==> config.mk <==
export PLATFORM = sky130hd
export DESIGN_NAME = sbmc_front
export DESIGN_NICKNAME = d
export VERILOG_FILES = /design/src/rtl/core/srgb_box_mip_chain_assert.svh /design/src/rtl/core/sbmc_pkg.sv /design/src/rtl/core/sbmc_front.sv
export SDC_FILE = /design/constraint.sdc
export NUM_CORES = 1
export LEC_CHECK = 0
export BUFFER_PORTS_ARGS = -buffer_cell sky130_fd_sc_hd__buf_2
export CORE_ASPECT_RATIO = 0.7
export CORE_MARGIN = 2
export CORE_UTILIZATION = 54
export DETAILED_ROUTE_END_ITERATION = 6
export GPL_TIMING_DRIVEN = 1
export PLACE_DENSITY = 0.91
export SLEW_MARGIN = 20
export SYNTH_ARGS = -nofsm -noshare
export SYNTH_HDL_FRONTEND = slang
export SYNTH_SLANG_ARGS = --single-unit
==> constraint.sdc <==
create_clock -name clk -period 5.6 [get_ports clk]
set_clock_uncertainty 0.2 [all_clocks]
set_input_delay 1.12 -clock clk [delete_from_list [all_inputs] [get_ports clk]]
set_output_delay 1.12 -clock clk [all_outputs]
set_load 0.05 [all_outputs]
==> src/rtl/core/srgb_box_mip_chain_assert.svh <==
// assertion macros for the mip chain block
`ifndef SRGB_BOX_MIP_CHAIN_ASSERT_SVH
`define SRGB_BOX_MIP_CHAIN_ASSERT_SVH

// antecedent implies consequent in the same cycle
`define SBMC_ASSERT_NOW(label, ante, cons, msg) \
  label: assert property (@(posedge clk) disable iff (!rst_n) (ante) |-> (cons)) \
    else $error(msg);

// antecedent implies consequent in the next cycle
`define SBMC_ASSERT_NEXT(label, ante, cons, msg) \
  label: assert property (@(posedge clk) disable iff (!rst_n) (ante) |=> (cons)) \
    else $error(msg);

`endif

==> src/rtl/core/sbmc_pkg.sv <==
// shared constants, types and srgb tables of the mip chain block
`default_nettype none
package sbmc_pkg;

  localparam int MAX_DIM    = 256;
  localparam int MAX_LEVELS = 9;
  localparam int DIM_W      = $clog2(MAX_DIM);
  localparam int SIZE_W     = DIM_W + 1;
  localparam int LVL_W      = $clog2(MAX_LEVELS);
  localparam int ADDR_W     = $clog2(MAX_LEVELS * MAX_DIM);
  localparam int QUEUE_DEPTH = 2;
  localparam int QCNT_W     = $clog2(QUEUE_DEPTH + 1);

  localparam logic [1:0] CFG_WIDTH  = 2'd0;
  localparam logic [1:0] CFG_HEIGHT = 2'd1;
  localparam logic [1:0] CFG_SRGB   = 2'd2;

  typedef struct packed {
    logic [7:0] alpha;
    logic [7:0] blue;
    logic [7:0] green;
    logic [7:0] red;
  } pix_t;

  typedef struct packed {
    logic valid;
    pix_t pix;
  } head_t;

  typedef struct packed {
    logic [SIZE_W-1:0] width;
    logic [SIZE_W-1:0] height;
    logic              srgb;
    logic              restart;
  } ctl_t;

  typedef logic [15:0] tab_t [256];

  localparam longint unsigned SRGB_DEN     = 510;
  localparam longint unsigned SRGB_LIN_DIV = 2584 * SRGB_DEN;
  localparam longint unsigned SRGB_POW_DIV = 1055 * SRGB_DEN;

  function automatic longint unsigned pow5q(input longint unsigned r);
    longint unsigned a;
    a = r;
    for (int k = 0; k < 4; k++) a = (a * r) >> 30;
    return a;
  endfunction

  function automatic logic [15:0] dec510(input longint unsigned n);
    longint unsigned tq, u, lo, hi, mid, lin;
    if (100000 * n <= 4045 * SRGB_DEN)
      return 16'((13107000 * n + 1292 * SRGB_DEN) / SRGB_LIN_DIV);
    tq = ((1000 * n + 55 * SRGB_DEN) << 30) / SRGB_POW_DIV;
    u  = (tq * tq) >> 30;
    lo = 0;
    hi = longint'(1) << 30;
    for (int i = 0; i < 40; i++) begin
      if (lo < hi) begin
        mid = (lo + hi + 1) >> 1;
        if (pow5q(mid) <= u) lo = mid;
        else hi = mid - 1;
      end
    end
    lin = (u * lo) >> 30;
    return 16'((lin * 65535 + (longint'(1) << 29)) >> 30);
  endfunction

  function automatic tab_t build_dec();
    tab_t t;
    for (int i = 0; i < 256; i++) t[i] = dec510(longint'(2 * i));
    return t;
  endfunction

  function automatic tab_t build_thr();
    tab_t t;
    t[0] = 16'd0;
    for (int i = 1; i < 256; i++) t[i] = dec510(longint'(2 * i - 1));
    return t;
  endfunction

  localparam tab_t DEC_ROM = build_dec();
  localparam tab_t THR_ROM = build_thr();

endpackage
`default_nettype wire

==> src/rtl/core/sbmc_front.sv <==
// input request queue in front of the level sequencer
`default_nettype none
module sbmc_front import sbmc_pkg::*; (
  input  wire logic  clk,
  input  wire logic  rst_n,
  input  wire logic  in_valid,
  output logic       in_stall,
  input  wire pix_t  in_pix,
  output head_t      head,
  input  wire logic  pop
);

  pix_t              slot_r [QUEUE_DEPTH];
  logic [QCNT_W-1:0] cnt_r, cnt_nxt;
  logic [QCNT_W-1:0] tail;
  logic              push;

  assign in_stall = (cnt_r == QCNT_W'(QUEUE_DEPTH));
  assign push     = in_valid && !in_stall;
  assign head.valid = (cnt_r != '0);
  assign head.pix   = slot_r[0];
  assign tail       = cnt_r - QCNT_W'(1);

  always_comb begin
    cnt_nxt = cnt_r;
    if (push && !(pop && head.valid)) cnt_nxt = cnt_r + QCNT_W'(1);
    else if (!push && pop && head.valid) cnt_nxt = cnt_r - QCNT_W'(1);
  end

  always_ff @(posedge clk) begin
    if (!rst_n) begin
      cnt_r <= '0;
    end else begin
      cnt_r <= cnt_nxt;
    end
  end

  always_ff @(posedge clk) begin
    if (pop && head.valid) begin
      for (int i = 0; i < QUEUE_DEPTH - 1; i++) slot_r[i] <= slot_r[i+1];
      if (push) slot_r[tail[QCNT_W-2:0]] <= in_pix;
    end else if (push) begin
      slot_r[cnt_r[QCNT_W-2:0]] <= in_pix;
    end
  end

endmodule
`default_nettype wire

==> flow_metrics.env, run 1 <==
export IMPL_syn_avg_cell_area_um2=19.16
export IMPL_synth_ff_type="edfxtp_1"
export IMPL_cts_hold_buf=0
export IMPL_crit_family="flip-flops"
export IMPL_critPathLaunchType="flop"
export IMPL_fin_setup_tns_ns=0
export IMPL_grtUsageMet1=0.2274
export IMPL_numPlacedInstances=294
export IMPL_slew_headroom=0.3739
export IMPL_fin_ws_ns=2.809
export IMPL_drt_vias_per_instance=5.386
export IMPL_vdd_ir_drop_max_v=0.0004003
export IMPL_status="completed"
export IMPL_synth_area_um2=3065
export IMPL_maxSlewViolCount=0
export IMPL_clk_latency_ns=0.34
export IMPL_numCtsBuffers=9
export IMPL_cp_slowest_cell="dfxtp_1"
export IMPL_drcViolationCount=0
export IMPL_antenna_found_initial=0
export IMPL_core_area_um2=5368
export IMPL_critPathCaptureType="output port"
export IMPL_fillers=399
export IMPL_required_ns=4.28
export IMPL_final_common_cell="buf_2"
export IMPL_fin_cells=311
export IMPL_vias=1675
export IMPL_die_area_um2=6305
export IMPL_diodes=0
export IMPL_dr_pass1_iters=4
export IMPL_p_total_mw=2.365
export IMPL_ys_ff_latch=66
export IMPL_rsz0062_at_grt="no"
export IMPL_worst_ep_arrival_time_ns=1.47
export IMPL_slowest_delay_ns=0.44
export IMPL_synth_edf_count=64
export IMPL_crit_chain="inv_1 > ha_1 > inv_1 > buf_2"
export IMPL_cts_root_buffer="clkbuf_8"
export IMPL_die_x_um=94.06
export IMPL_final_cell_mix="69 x buf_2, 64 x edfxtp_1, 30 x mux2_4"
export IMPL_tightest_slew_ns=0.9369
export IMPL_grt_pass1_wl_mm=8.349
export IMPL_cp_num_buf_inv=3
export IMPL_met3_usage=0.07127
export IMPL_fin_hold_ws_ns=0.3696
export IMPL_syn2layout_area_growth_pct=19.39
export IMPL_min_path_type="reg2reg"
export IMPL_min_period_ns=2.791
export IMPL_cts_buffer_depth=2
export IMPL_synth_async_reset_ratio=0
export IMPL_drtIter0Drc=82
export IMPL_drv_cap=0
export IMPL_cts_sinks=66
export IMPL_max_freq_mhz=358.3
export IMPL_num_io_pins=70
export IMPL_grt_max_degree=33
export IMPL_die_h_um=67.04
export IMPL_p_leak_nw=1.472
export IMPL_wl_per_cell_um=17.29
export IMPL_use_met2=0.2982
export IMPL_dpl_worst_slack_ns=2.522
export IMPL_cts_tree="yes"
export IMPL_drive_gt1_frac=0.6151
export IMPL_synth_seq_area_share=0.6400
export IMPL_initial_core_util=0.5711
export IMPL_num_nets_final=272
export IMPL_synth_cell_types=22
export IMPL_cts_resized=0
export IMPL_dpl_hpwl_mm=3.388
export IMPL_clk_pin_slew_ns=0.07
export IMPL_hold_violations=0
export IMPL_timing_final_crit_share=0.4983
export IMPL_gp_congestion=0.7315
export IMPL_grt_busiest_layer="met2"
export IMPL_postCtsSetupRepairBufs=0
export IMPL_utilization=0.6818
export IMPL_setup_violations=0
export IMPL_grt_util_all_layers=0.1857
export IMPL_synth_cells=160
export IMPL_placed_cell_area_um2=3415
export IMPL_grt_overflow=0
export IMPL_routed_wl_mm=5.376
export IMPL_htreeDepth=3
export IMPL_critPathMaxFanout=4
export IMPL_core_rowCount=22
export IMPL_ys_warn_count=0
export IMPL_fin_area_um2=3660
export IMPL_path_common_cell="inv_1"
export IMPL_ant_nets=0
export IMPL_p_per_area_nw_per_um2=646.2
export IMPL_syn_num_nets=198
export IMPL_grt_pass1_vias=1706
export IMPL_port_buffers=69
export IMPL_worstSetupPathType="reg2out"
final timing paths:
| path | start | end | slack [ns] | cells past startpoint |
|---|---|---|---|---|
| worst max-delay path | cnt_r[0]$_SDFFE_PN0P_ | head[32] | 2.81 | 4 |
| worst min-delay path | slot_r[1][0]$_DFFE_PP_ | slot_r[0][0]$_DFFE_PP_ | 0.37 | 1 |
| worst max register to register | cnt_r[0]$_SDFFE_PN0P_ | slot_r[0][22]$_DFFE_PP_ | 2.95 | 5 |
| worst min register to register | slot_r[1][0]$_DFFE_PP_ | slot_r[0][0]$_DFFE_PP_ | 0.37 | 1 |
Yosys cell counts (2+ instances only):
cell type   n  area [µm²]
buf_12      3       60.06
buf_6       4       45.04
dfxtp_1     2       40.04
edfxtp_1   64        1922
ha_1        2       25.02
inv_1       3       11.26
mux2_1      9       101.4
mux2_2     25       281.5
mux2_4     30       450.4
nor2_1      5       18.77
xnor2_1     2       17.52
metal layers:
layer | routed length [µm] | vias up
li1 | - | 763
met1 | 2395 | 826
met2 | 2482 | 73
met3 | 418 | 13
met4 | 79 | 0
met5 | 0 | -
final cells by class:
type | instances | area, µm² | share of cell area
Clock inverter | 7 | 93.84 | 0.02564
Sequential cell | 66 | 1962 | 0.5361
Multi-Input combinational cell | 84 | 1006 | 0.2749
Inverter | 3 | 11.26 | 0.003077
Timing Repair Buffer | 70 | 372.9 | 0.1019
Tap cell | 72 | 90.09 | 0.02462
Clock buffer | 9 | 123.9 | 0.03385
state kept, by name (all words and copies together) (netlist names):
signal / cells
slot_r: 64
cnt_r: 2
power by group:
part	switching [mW]	total [mW]	internal [mW]
clock network	0.184	0.434	0.250
registers	0.0722	0.889	0.817
logic	0.702	1.04	0.340
cell families (layout without fill, tap and decap cells):
| group | Yosys count | in the layout | share of synthesized area |
|---|---|---|---|
| adders and majority gates | 2 | 2 | 0.008162 |
| AOI/OAI and AO/OA | 3 | 3 | 0.009385 |
| and+or+nand+nor | 13 | 13 | 0.02694 |
| buffers and inverters | 10 | 89 | 0.03796 |
| muxes | 64 | 64 | 0.2718 |
| DFF | 66 | 66 | 0.6400 |
| xor gates and xnor gates | 2 | 2 | 0.005715 |
No activity file was read; power rests on OpenSTA's default activity.
==> run 2, diff against run 1 <==
==> constraint.sdc (replaced) <==
create_clock -name clk -period 2.8 [get_ports clk]
set_clock_uncertainty 0.2 [all_clocks]
set_input_delay 0.56 -clock clk [delete_from_list [all_inputs] [get_ports clk]]
set_output_delay 0.56 -clock clk [all_outputs]
set_load 0.05 [all_outputs]
==> run 2 against run 1 <==
  * Core utilization up 0.75 points
  * First-iteration DRC count shrank 35%
  * Critical endpoint is now slot_r[1][8]$_DFFE_PP_
  * Register-to-register slack worse by 2.6 ns
  * Wire length shrank 0.74%
  * Combinational power increased by 110%
  * Sequential cell count is the same
  * Largest cell class unchanged
  * Critical path depth rose by 2
==> flow_metrics.env, run 2 (synthesis gave the netlist of run 1 again) <==
export IMPL_status="completed"
export IMPL_dpl_hpwl_mm=3.549
export IMPL_drt_vias_per_instance=5.229
export IMPL_drcViolationCount=0
export IMPL_tightest_slew_ns=0.4603
export IMPL_numPlacedInstances=299
export IMPL_cts_sinks=66
export IMPL_core_area_um2=5368
export IMPL_grt_overflow=0
export IMPL_pwr_share_seq=0.377
export IMPL_min_path_type="in2reg"
export IMPL_internal_power_mw=2.818
export IMPL_grt_busiest_layer="met2"
export IMPL_largest_register_ffs=64
export IMPL_initial_core_util=0.5711
export IMPL_wl_per_cell_um=16.94
export IMPL_met3_usage=0.06448
export IMPL_num_nets_final=276
export IMPL_setup_violations=0
export IMPL_grt_pass1_wl_mm=8.383
export IMPL_slowest_delay_ns=0.45
export IMPL_grtUsageMet1=0.2577
export IMPL_maxSlewViolCount=0
export IMPL_vias=1647
export IMPL_top_register="slot_r"
export IMPL_pwr_share_comb=0.454
export IMPL_cp_num_buf_inv=2
export IMPL_dr_pass1_iters=4
export IMPL_num_io_pins=70
export IMPL_grt_max_degree=33
export IMPL_clock_power_share=0.168
export IMPL_min_period_ns=2.434
export IMPL_core_rowCount=22
export IMPL_gp_congestion=0.7623
export IMPL_critPathMaxFanout=11
export IMPL_cts_tree="yes"
export IMPL_routed_wl_mm=5.336
export IMPL_clk_latency_ns=0.33
export IMPL_slew_headroom=0.6920
export IMPL_timing_final_crit_share=0.8694
export IMPL_worst_ep_arrival_time_ns=2.32
export IMPL_cts_buffer_depth=2
export IMPL_rsz0062_at_grt="no"
export IMPL_crit_family="flip-flops"
export IMPL_drtIter0Drc=53
export IMPL_antenna_found_initial=0
export IMPL_fin_setup_tns_ns=0
export IMPL_die_area_um2=6305
export IMPL_p_sw_mw=1.889
export IMPL_ant_nets=0
export IMPL_cts_root_buffer="clkbuf_8"
export IMPL_grt_pass1_vias=1693
export IMPL_drive_gt1_frac=0.6132
export IMPL_diodes=0
export IMPL_grt_util_all_layers=0.1846
export IMPL_die_h_um=67.04
export IMPL_p_per_area_nw_per_um2=1272
export IMPL_postCtsSetupRepairBufs=0
export IMPL_htreeDepth=3
export IMPL_cp_slowest_cell="dfxtp_1"
export IMPL_p_leak_nw=1.494
export IMPL_clk_pin_slew_ns=0.07
export IMPL_cts_resized=0
export IMPL_largestRegisters="slot_r (64), cnt_r (2)"
export IMPL_numCtsBuffers=9
export IMPL_crit_chain="inv_1 > ha_1 > nor2b_2 > a21o_4 > buf_4 > mux2_4"
export IMPL_final_cell_mix="69 x buf_2, 64 x edfxtp_1, 30 x mux2_4"
export IMPL_cts_hold_buf=0
export IMPL_port_buffers=69
export IMPL_syn2layout_area_growth_pct=20.69
export IMPL_vdd_ir_drop_max_v=0.0007336
export IMPL_critPathLaunchType="flop"
export IMPL_drv_cap=0
export IMPL_max_freq_mhz=410.8
export IMPL_critPathCaptureType="flop"
export IMPL_required_ns=2.68
export IMPL_fin_cells=315
export IMPL_use_met2=0.2670
export IMPL_p_total_mw=4.707
export IMPL_final_common_cell="buf_2"
export IMPL_die_x_um=94.06
export IMPL_worstSetupPathType="reg2reg"
export IMPL_hold_violations=0
export IMPL_swShare=0.4014
[run 2: area by class of cell]
type | count | area [µm²]
Sequential cell | 66 | 1962
Fill cell | 353 | 1668
Multi-Input combinational cell | 84 | 1006
Timing Repair Buffer | 74 | 432.9
Clock buffer | 14 | 162.7
Tap cell | 72 | 90.09
Clock inverter | 2 | 35.03
Inverter | 3 | 11.26
[run 2: worst paths after layout]
| check | start | to | slack (ns) | cells past startpoint |
|---|---|---|---|---|
| max | cnt_r[0]$_SDFFE_PN0P_ | slot_r[1][8]$_DFFE_PP_ | 0.37 | 6 |
| max reg2reg | cnt_r[0]$_SDFFE_PN0P_ | slot_r[1][8]$_DFFE_PP_ | 0.37 | 6 |
| min | rst_n | cnt_r[0]$_SDFFE_PN0P_ | 0.24 | 2 |
| min reg2reg | slot_r[1][31]$_DFFE_PP_ | slot_r[0][31]$_DFFE_PP_ | 0.38 | 1 |
[run 2: per-layer routing]
metal  vias to the layer above  part of all wire  routed length (µm)
met2                        74              0.44                2325
met3                         7             0.074                 396
li1                        771                 -                   -
met4                         0             0.010                  55
met5                         -                 0                   0
met1                       795              0.48                2559
[run 2: power groups by stage]
| stage | Clock [mW] | Combinational [mW] | Sequential [mW] |
|---|---|---|---|
| global route | 0.858 | 2.25 | 1.81 |
| CTS | 0.809 | 2.16 | 1.78 |
| global placement | 0 | 2.10 | 1.78 |
| finish | 0.792 | 2.14 | 1.78 |
| floorplan | 0 | 0.932 | 2.56 |
| detailed placement | 0 | 2.15 | 1.78 |
[run 2: worst reg2reg max path, stage by stage, from the launching register on]
cell and delay [ns]:
dfxtp_1 0.45, inv_1 0.14, ha_1 0.27, nor2b_2 0.26, a21o_4 0.29, buf_4 0.25, mux2_4 0.32
[run 2: stage by stage]
step	instance area, µm²	util	hold WS (ns)	worst slack [ns]
floorplan	3072	-	0.3225	0.08472
global placement	3502	0.6524	0.3332	0.5070
detailed placement	3502	0.6524	0.3573	0.3964
CTS	3700	0.6893	0.2303	0.3662
global route	3700	0.6893	0.2359	0.2330
finish	3700	0.6893	0.2448	0.3658
